--- src/hdl/gsad_pkg.sv ---
// Shared constants and control/status types for the gated sample averager.
// No dependencies.
`default_nettype none
package gsad_pkg;

  localparam int SAMPLE_W     = 10;
  localparam int SUM_BITS     = 26;
  localparam int HOLE_BITS    = 17;
  localparam int SCALE        = 100;
  localparam int SCALE_BITS   = 7;
  localparam int PROD_BITS    = SUM_BITS + SCALE_BITS;
  localparam logic [HOLE_BITS-1:0] THRESH_RESET = HOLE_BITS'(100);

  typedef struct packed {
    logic accept;
    logic div_start;
    logic fin;
  } gsad_cmd_t;

  typedef struct packed {
    logic close;
    logic res_busy;
    logic div_done;
  } gsad_stat_t;

endpackage
`default_nettype wire

--- src/hdl/gsad_div.sv ---
// Restoring serial divider, one quotient bit per cycle.
// Depends on gsad_pkg.
`default_nettype none
module gsad_div #(
  parameter int COUNT_BITS = 16
) (
  input  logic                           clk,
  input  logic                           rst,
  input  logic                           start,
  input  logic [gsad_pkg::PROD_BITS-1:0] dividend,
  input  logic [COUNT_BITS-1:0]          divisor,
  output logic                           done,
  output logic [gsad_pkg::PROD_BITS-1:0] quotient
);
  import gsad_pkg::*;

  localparam int STEP_BITS = $clog2(PROD_BITS + 1);

  logic [STEP_BITS-1:0]  steps;
  logic [COUNT_BITS-1:0] rem;
  logic [PROD_BITS-1:0]  quo;
  logic [COUNT_BITS:0]   trial;
  logic [COUNT_BITS:0]   diff;
  logic                  ge;

  always_comb begin
    trial = {rem, quo[PROD_BITS-1]};
    ge    = trial >= {1'b0, divisor};
    diff  = trial - {1'b0, divisor};
  end

  always_ff @(posedge clk) begin
    if (rst) begin
      steps <= '0;
      done  <= 1'b0;
    end else begin
      done <= (steps == STEP_BITS'(1));
      if (start) begin
        steps <= STEP_BITS'(PROD_BITS);
      end else if (steps != '0) begin
        steps <= steps - STEP_BITS'(1);
      end
    end
  end

  always_ff @(posedge clk) begin
    if (start) begin
      rem <= '0;
      quo <= dividend;
    end else if (steps != '0) begin
      rem <= ge ? diff[COUNT_BITS-1:0] : trial[COUNT_BITS-1:0];
      quo <= {quo[PROD_BITS-2:0], ge};
    end
  end

  assign quotient = quo;

endmodule
`default_nettype wire

--- src/hdl/gsad_ctrl.sv ---
// Controller: input handshake and sequencing of the window-close division.
// Depends on gsad_pkg.
`default_nettype none
module gsad_ctrl (
  input  logic                 clk,
  input  logic                 rst,
  input  logic                 in_valid,
  output logic                 in_ready,
  input  gsad_pkg::gsad_stat_t stat,
  output gsad_pkg::gsad_cmd_t  cmd
);
  import gsad_pkg::*;

  typedef enum logic [1:0] {S_IDLE, S_WAIT, S_FIN} state_t;

  state_t state;
  logic   div_start;
  logic   fin;

  assign in_ready      = (state == S_IDLE) && !stat.res_busy;
  assign cmd.accept    = in_valid && in_ready;
  assign cmd.div_start = div_start;
  assign cmd.fin       = fin;

  always_ff @(posedge clk) begin
    if (rst) begin
      state     <= S_IDLE;
      div_start <= 1'b0;
      fin       <= 1'b0;
    end else begin
      div_start <= 1'b0;
      fin       <= 1'b0;
      unique case (state)
        S_IDLE: begin
          if (cmd.accept && stat.close) begin
            state     <= S_WAIT;
            div_start <= 1'b1;
          end
        end
        S_WAIT: begin
          if (stat.div_done) begin
            state <= S_FIN;
            fin   <= 1'b1;
          end
        end
        S_FIN: begin
          state <= S_IDLE;
        end
        default: begin
          state <= S_IDLE;
        end
      endcase
    end
  end

endmodule
`default_nettype wire

--- src/hdl/gsad_dp.sv ---
// Datapath: threshold, window accumulators, divider, result and output words.
// Depends on gsad_pkg and gsad_div.
`default_nettype none
module gsad_dp #(
  parameter int COUNT_BITS  = 16,
  parameter int SAMPLE_BITS = 10
) (
  input  logic                           clk,
  input  logic                           rst,
  input  logic                           cfg_wr_en,
  input  logic [gsad_pkg::HOLE_BITS-1:0] cfg_wr_data,
  input  logic                           object_present,
  input  logic [gsad_pkg::SAMPLE_W-1:0]  sample,
  input  gsad_pkg::gsad_cmd_t            cmd,
  output gsad_pkg::gsad_stat_t           stat,
  output logic                           out_valid,
  input  logic                           out_ready,
  output logic                           gate_on,
  output logic                           window_done,
  output logic [gsad_pkg::HOLE_BITS-1:0] hole_size,
  output logic                           defect
);
  import gsad_pkg::*;

  localparam int USE_BITS = (SAMPLE_BITS < SAMPLE_W) ? SAMPLE_BITS : SAMPLE_W;

  logic [HOLE_BITS-1:0]  threshold;
  logic                  active;
  logic [SUM_BITS-1:0]   sum;
  logic [COUNT_BITS-1:0] count;
  logic                  latch;

  logic [SUM_BITS-1:0]   smp;
  logic                  opening;
  logic                  counting;
  logic                  closing;
  logic [SUM_BITS-1:0]   base_sum;
  logic [COUNT_BITS-1:0] base_cnt;
  logic [SUM_BITS:0]     sum_add;
  logic [SUM_BITS-1:0]   sum_next;
  logic [COUNT_BITS-1:0] count_next;

  logic [PROD_BITS-1:0]  product;
  logic [PROD_BITS-1:0]  quotient;
  logic [PROD_BITS-1:0]  q_eff;
  logic                  div_done;
  logic                  over;
  logic [HOLE_BITS-1:0]  hole_sat;

  logic                  res_valid;
  logic                  res_gate;
  logic                  res_done;
  logic [HOLE_BITS-1:0]  res_hole;
  logic                  res_defect;

  always_comb begin
    smp        = {{(SUM_BITS-USE_BITS){1'b0}}, sample[USE_BITS-1:0]};
    opening    = !active && object_present;
    counting   = active || object_present;
    closing    = active && !object_present;
    base_sum   = opening ? '0 : sum;
    base_cnt   = opening ? '0 : count;
    sum_add    = {1'b0, base_sum} + {1'b0, smp};
    sum_next   = sum_add[SUM_BITS] ? '1 : sum_add[SUM_BITS-1:0];
    count_next = (base_cnt == '1) ? base_cnt : base_cnt + COUNT_BITS'(1);
    product    = {{SCALE_BITS{1'b0}}, sum} * PROD_BITS'(SCALE);
    q_eff      = (count == '0) ? '0 : quotient;
    over       = q_eff > {{(PROD_BITS-HOLE_BITS){1'b0}}, threshold};
    hole_sat   = (q_eff[PROD_BITS-1:HOLE_BITS] != '0) ? '1 : q_eff[HOLE_BITS-1:0];
  end

  assign stat.close    = closing;
  assign stat.res_busy = res_valid;
  assign stat.div_done = div_done;

  gsad_div #(
    .COUNT_BITS (COUNT_BITS)
  ) u_div (
    .clk      (clk),
    .rst      (rst),
    .start    (cmd.div_start),
    .dividend (product),
    .divisor  (count),
    .done     (div_done),
    .quotient (quotient)
  );

  always_ff @(posedge clk) begin
    if (rst) begin
      threshold <= THRESH_RESET;
      active    <= 1'b0;
      sum       <= '0;
      count     <= '0;
      latch     <= 1'b0;
      res_valid <= 1'b0;
      out_valid <= 1'b0;
    end else begin
      if (cfg_wr_en) begin
        threshold <= cfg_wr_data;
      end
      if (cmd.accept) begin
        if (counting) begin
          sum   <= sum_next;
          count <= count_next;
        end
        if (opening) begin
          active <= 1'b1;
          latch  <= 1'b0;
        end
        if (closing) begin
          active <= 1'b0;
        end else begin
          res_valid  <= 1'b1;
          res_gate   <= counting;
          res_done   <= 1'b0;
          res_hole   <= '0;
          res_defect <= opening ? 1'b0 : latch;
        end
      end
      if (cmd.fin) begin
        latch      <= over;
        res_valid  <= 1'b1;
        res_gate   <= 1'b0;
        res_done   <= 1'b1;
        res_hole   <= hole_sat;
        res_defect <= over;
      end
      // move the pending word into the output register
      if (res_valid && (!out_valid || out_ready)) begin
        res_valid   <= 1'b0;
        out_valid   <= 1'b1;
        gate_on     <= res_gate;
        window_done <= res_done;
        hole_size   <= res_hole;
        defect      <= res_defect;
      end else if (out_ready) begin
        out_valid <= 1'b0;
      end
    end
  end

endmodule
`default_nettype wire

--- src/hdl/gated_sample_average_defect_core.sv ---
// Ordinary tick: word via result to output register, next word taken after that.
// Closing tick: the output word waits for the 33-step serial divider.
// One result register plus one output register part the input and output sides.
// Reset (rst, synchronous): window closed, sum, count and defect cleared,
// threshold back to 100. No clearing pass.
`default_nettype none
module gated_sample_average_defect_core #(
  parameter int COUNT_BITS  = 16,
  parameter int SAMPLE_BITS = 10
) (
  input  logic                           clk,
  input  logic                           rst,
  input  logic                           cfg_wr_en,
  input  logic [gsad_pkg::HOLE_BITS-1:0] cfg_wr_data,
  input  logic                           in_valid,
  output logic                           in_ready,
  input  logic                           object_present,
  input  logic [gsad_pkg::SAMPLE_W-1:0]  sample,
  output logic                           out_valid,
  input  logic                           out_ready,
  output logic                           gate_on,
  output logic                           window_done,
  output logic [gsad_pkg::HOLE_BITS-1:0] hole_size,
  output logic                           defect
);
  import gsad_pkg::*;

  gsad_cmd_t  cmd;
  gsad_stat_t stat;

  gsad_ctrl u_ctrl (
    .clk      (clk),
    .rst      (rst),
    .in_valid (in_valid),
    .in_ready (in_ready),
    .stat     (stat),
    .cmd      (cmd)
  );

  gsad_dp #(
    .COUNT_BITS  (COUNT_BITS),
    .SAMPLE_BITS (SAMPLE_BITS)
  ) u_dp (
    .clk            (clk),
    .rst            (rst),
    .cfg_wr_en      (cfg_wr_en),
    .cfg_wr_data    (cfg_wr_data),
    .object_present (object_present),
    .sample         (sample),
    .cmd            (cmd),
    .stat           (stat),
    .out_valid      (out_valid),
    .out_ready      (out_ready),
    .gate_on        (gate_on),
    .window_done    (window_done),
    .hole_size      (hole_size),
    .defect         (defect)
  );

endmodule
`default_nettype wire

--- config.mk ---
export PLATFORM = sky130hd
export DESIGN_NAME = gated_sample_average_defect_core
export DESIGN_NICKNAME = d
export VERILOG_FILES = /design/src/hdl/gsad_pkg.sv /design/src/hdl/gsad_div.sv /design/src/hdl/gsad_ctrl.sv /design/src/hdl/gsad_dp.sv /design/src/hdl/gated_sample_average_defect_core.sv
export SDC_FILE = /design/constraint.sdc
export NUM_CORES = 1
export LEC_CHECK = 0
export BUFFER_PORTS_ARGS = -buffer_cell sky130_fd_sc_hd__buf_2
export CORE_AREA = 8 8 152 154
export CTS_CLUSTER_DIAMETER = 30
export DETAILED_ROUTE_END_ITERATION = 16
export DIE_AREA = 0 0 160 162
export PLACE_DENSITY = 0.87
export SLEW_MARGIN = 10
export SYNTH_ARGS = -nofsm -noshare
export SYNTH_HDL_FRONTEND = slang
export SYNTH_SLANG_ARGS = --single-unit
--- constraint.sdc ---
create_clock -name clk -period 3.9 [get_ports clk]
set_clock_uncertainty 0.05 [all_clocks]
set_input_delay 0.78 -clock clk [delete_from_list [all_inputs] [get_ports clk]]
set_output_delay 0.78 -clock clk [all_outputs]
set_load 0.02 [all_outputs]
==> results.py <==
metrics = {
    "power": {
        "power_density_mw_per_mm2": 542,
        "swShare_pct": 37.8,
        "leakagePower_nw": 5.63,
        "clockPowerShare_pct": 24.2,
        "power.total_mw": 6.97,
        "irDropWorstVdd_mv": 0.299,
        "switchingPower_mw": 2.64,
        "p_seq_share_pct": 36.1,
        "p_comb_share_pct": 39.7,
        "intPower_mw": 4.33,
    },
    "worst_setup_path": {
        "crit_start": "u_dp.sum[13]",
        "cp.required_ps": 4030,
        "start_kind": "register",
        "setup.worst_path.end": "u_dp.u_div.quotient[30]",
        "slowest_delay_ps": 520,
        "rrSetupSlack_ps": 70,
        "arrival_ps": 3960,
        "crit_path_end_kind": "register",
        "r2r_start": "u_dp.sum[13]",
        "r2r-end": "u_dp.u_div.quotient[30]",
        "critPathKind": "reg -> reg",
        "reg2regPathDepth": 13,
        "cp_slowest_cell": "fa_1",
        "path_cells": "ha_1 -> ha_1 -> inv_1 -> fa_1 -> inv_1 -> ha_1 -> o21a_1 -> o21a_1 -> o221ai_1 -> a21oi_1 -> o2111a_1 -> or3_1 -> a32o_1",
        "crit_top_cell": "ha_1",
        "crit_path_max_fanout": 6,
    },
    "timing": {
        "relSlewSlack_pct": 42.4,
        "finalSetupTns_ps": 0,
        "fmax_mhz": 261,
        "worst_pin_slew_ps": 853,
        "setup_viol": 0,
        "hold_viol": 0,
        "fin_crit_sh_pct": 98.3,
        "rsz0062_at_grt": "false",
        "drv_slew": 0,
        "period_minus_slack_ps": 3830,
        "fin_hold_ws_ps": 369,
    },
    "detailed_routing": {
        "wl_met3_um": 1880,
        "top_layer_used": "met4",
        "wl_met1_um": 12200,
        "dr.pass1.iters": 6,
        "wl_um": 27200,
        "drc_errors": 0,
        "vias_per_cell": 5.98,
        "vias": 9791,
        "wl_per_cell_um": 16.6,
        "wl_met2_um": 12400,
        "ant_nets": 0,
        "drt_iter0_drc": 911,
    },
    "status": {
        "outcome": "finished, final reports clean",
    },
    "logic_synthesis": {
        "ys_async_sr_fraction_pct": 0,
        "synth.avg_cell_area_um2": 8.95,
        "syn-cell-area_mm2": 0.0116,
        "synth_top_area_share_pct": 18.4,
        "synth.distinct_cells": 78,
        "synth.area.top_cells": "edfxtp_1, dfxtp_1, ha_1",
        "synth_flop_cell": "dfxtp_1",
        "yosysWarnings": 0,
        "ys_seq_area_share_pct": 34.2,
        "synth_largest_area_cell": "edfxtp_1",
        "synth-edff-count": 71,
        "netlist_instances": 1297,
        "ys_ff_latch": 163,
        "synth_nets": 1485,
    },
    "finish": {
        "utilization_pct": 62.1,
        "syn2layout_area_growth_pct": 10.6,
        "fill_cells": 1625,
        "n_antenna_cell": 0,
        "post_route_cells_drive_above_1_share_pct": 11.2,
        "fin_nets": 1538,
    },
    "floorplan": {
        "ios": 55,
        "die_w_um": 160,
        "row_count": 53,
        "start_util_pct": 56.1,
        "dieArea_mm2": 0.0259,
        "core-area_mm2": 0.0207,
        "die_h_um": 162,
    },
    "placement": {
        "place_hpwl_um": 20300,
        "gp_congestion": 0.922,
        "io_buffer_count": 54,
    },
    "grt": {
        "grt_overflow": 0,
        "grt_pass1_vias": 9326,
        "grt_pass1_wl_um": 45300,
        "grt_max_degree": 44,
        "track_usage_pct": 21.0,
        "antenna_found_initial": 0,
    },
    "clock_network": {
        "h-tree-depth": 4,
        "clkLatencyLatePin_ps": 430,
        "cts_hold_buf": 0,
        "cts_tree": "yes",
        "root_buffer": "clkbuf_16",
        "cts.sinks": 163,
        "cts_made_buffers": 17,
        "cts_buffer_depth": 2,
        "clk_pin_slew_ps": 70,
    },
    "worst_hold_path": {
        "hold_class": "reg -> reg",
    },
    "run": {
        "maxCapViolations": 0,
    },
}
[logic make-up (layout without fill, tap and decap cells)]
family	count (synthesis)	count (layout)	share of synthesized area, %
and+or+nand+nor	384	384	17.0
AOI/OAI and AO/OA	329	329	19.0
buffers and inverters	207	273	6.91
DFF	163	163	34.2
adders and majority gates	155	155	18.2
xor gates and xnor gates	42	42	3.17
muxes	17	17	1.48
[area by class of cell]
cell class,count,area [µm²],area share (%)
sequential,163,3980,31.0
timing repair buffer,81,473,3.68
multi-input combinational,927,6860,53.4
tap,275,344,2.68
inverter,160,601,4.68
clock inverter,14,153,1.19
clock buffer,18,429,3.34
[cell usage after synthesis, drive strengths merged, types with 4 or more instances]
library cell / instances
fa: 23
a2111oi: 5
inv: 159
o22ai: 6
or3: 18
mux2i: 16
nand4b: 4
and3: 10
o2111ai: 4
a211oi: 17
a31oi: 8
clkbuf: 39
nand4: 7
a311oi: 16
nor2b: 20
a41oi: 5
a221oi: 8
nand2b: 13
and4: 5
o211ai: 16
a21o: 24
nand2: 98
nor4b: 5
nor3: 33
o21bai: 6
nor2: 85
and2: 21
ha: 132
xnor2: 19
o21a: 30
a21oi: 69
nand3: 28
o21ai: 81
dfxtp: 92
buf: 8
or2: 8
a31o: 5
xor2: 23
nor4: 20
o41ai: 4
edfxtp: 71
[flip-flops by register name, summed over array words and instances, names as in the netlist, 2 cells and up]
signal               flops
u_dp.sum                26
u_dp.count              16
u_dp.hole_size          17
u_dp.u_div.quotient     33
u_dp.u_div.rem          16
u_ctrl.state             2
u_dp.threshold          17
u_dp.u_div.steps         6
u_dp.res_hole           17
[through the flow]
stage / std cells / setup WS, ps / cell area, µm²
after floorplan: 1297 / 17.9 / 11600
after global routing: 1638 / 1.86 / 12800
after detailed placement: 1605 / 61.1 / 12200
after global placement: 1605 / 165 / 12200
after CTS: 1637 / 54.8 / 12800
final: 1638 / 66.4 / 12800
[worst max-delay path, delay by kind of cell (launching register included)]
family / cells / cell delay (ps)
and+or+nand+nor: 1 / 310
AOI/OAI and AO/OA: 6 / 1190
DFF: 1 / 470
buffers and inverters: 2 / 110
adders and majority gates: 4 / 1450
[what timing repair did]
item / 4_1_cts / 5_1_grt
setup endpoints to repair: 0 / 10
buffers inserted: 0 / 1
gates resized for setup: 0 / 12
[power by group through the flow]
stage	Combinational (mW)	Clock, mW	Sequential, mW
floorplan	2.11	0	2.47
global placement	2.60	0	2.53
detailed placement	2.70	0	2.54
CTS	2.73	1.69	2.51
global route	3.10	1.76	2.56
finish	2.77	1.68	2.52
[worst min-delay path by stage]
stage / startpoint / end / cells past startpoint
3_3_place_gp: u_dp.res_hole[1] / u_dp.hole_size[1] / 0
3_5_place_dp: u_dp.res_hole[3] / u_dp.hole_size[3] / 0
6_report: u_dp.res_hole[3] / u_dp.hole_size[3] / 0
5_1_grt: u_dp.res_hole[3] / u_dp.hole_size[3] / 0
4_1_cts: u_dp.res_hole[4] / u_dp.hole_size[4] / 0
2_1_floorplan: u_dp.res_defect / u_dp.defect / 0
[layer usage]
layer	vias up	global-route usage [%]
met4	0	8.41
met1	4583	27.5
met3	66	4.40
met5	-	0
li1	4736	-
met2	406	33.2
[cells in the final DEF (no fill, tap or decap), drive strengths merged, types with 17 or more instances in the layout]
cell,synthesis,layout
a211oi,17,17
a21o,24,24
a21oi,69,69
and2,21,21
buf,8,81
clkbuf,39,18
dfxtp,92,92
edfxtp,71,71
fa,23,23
ha,132,132
inv,159,164
nand2,98,98
nand3,28,28
nor2,85,85
nor2b,20,20
nor3,33,33
nor4,20,20
o21a,30,30
o21ai,81,81
or3,18,18
xnor2,19,19
xor2,23,23
Note: power is estimated with default switching activity, not from simulation.
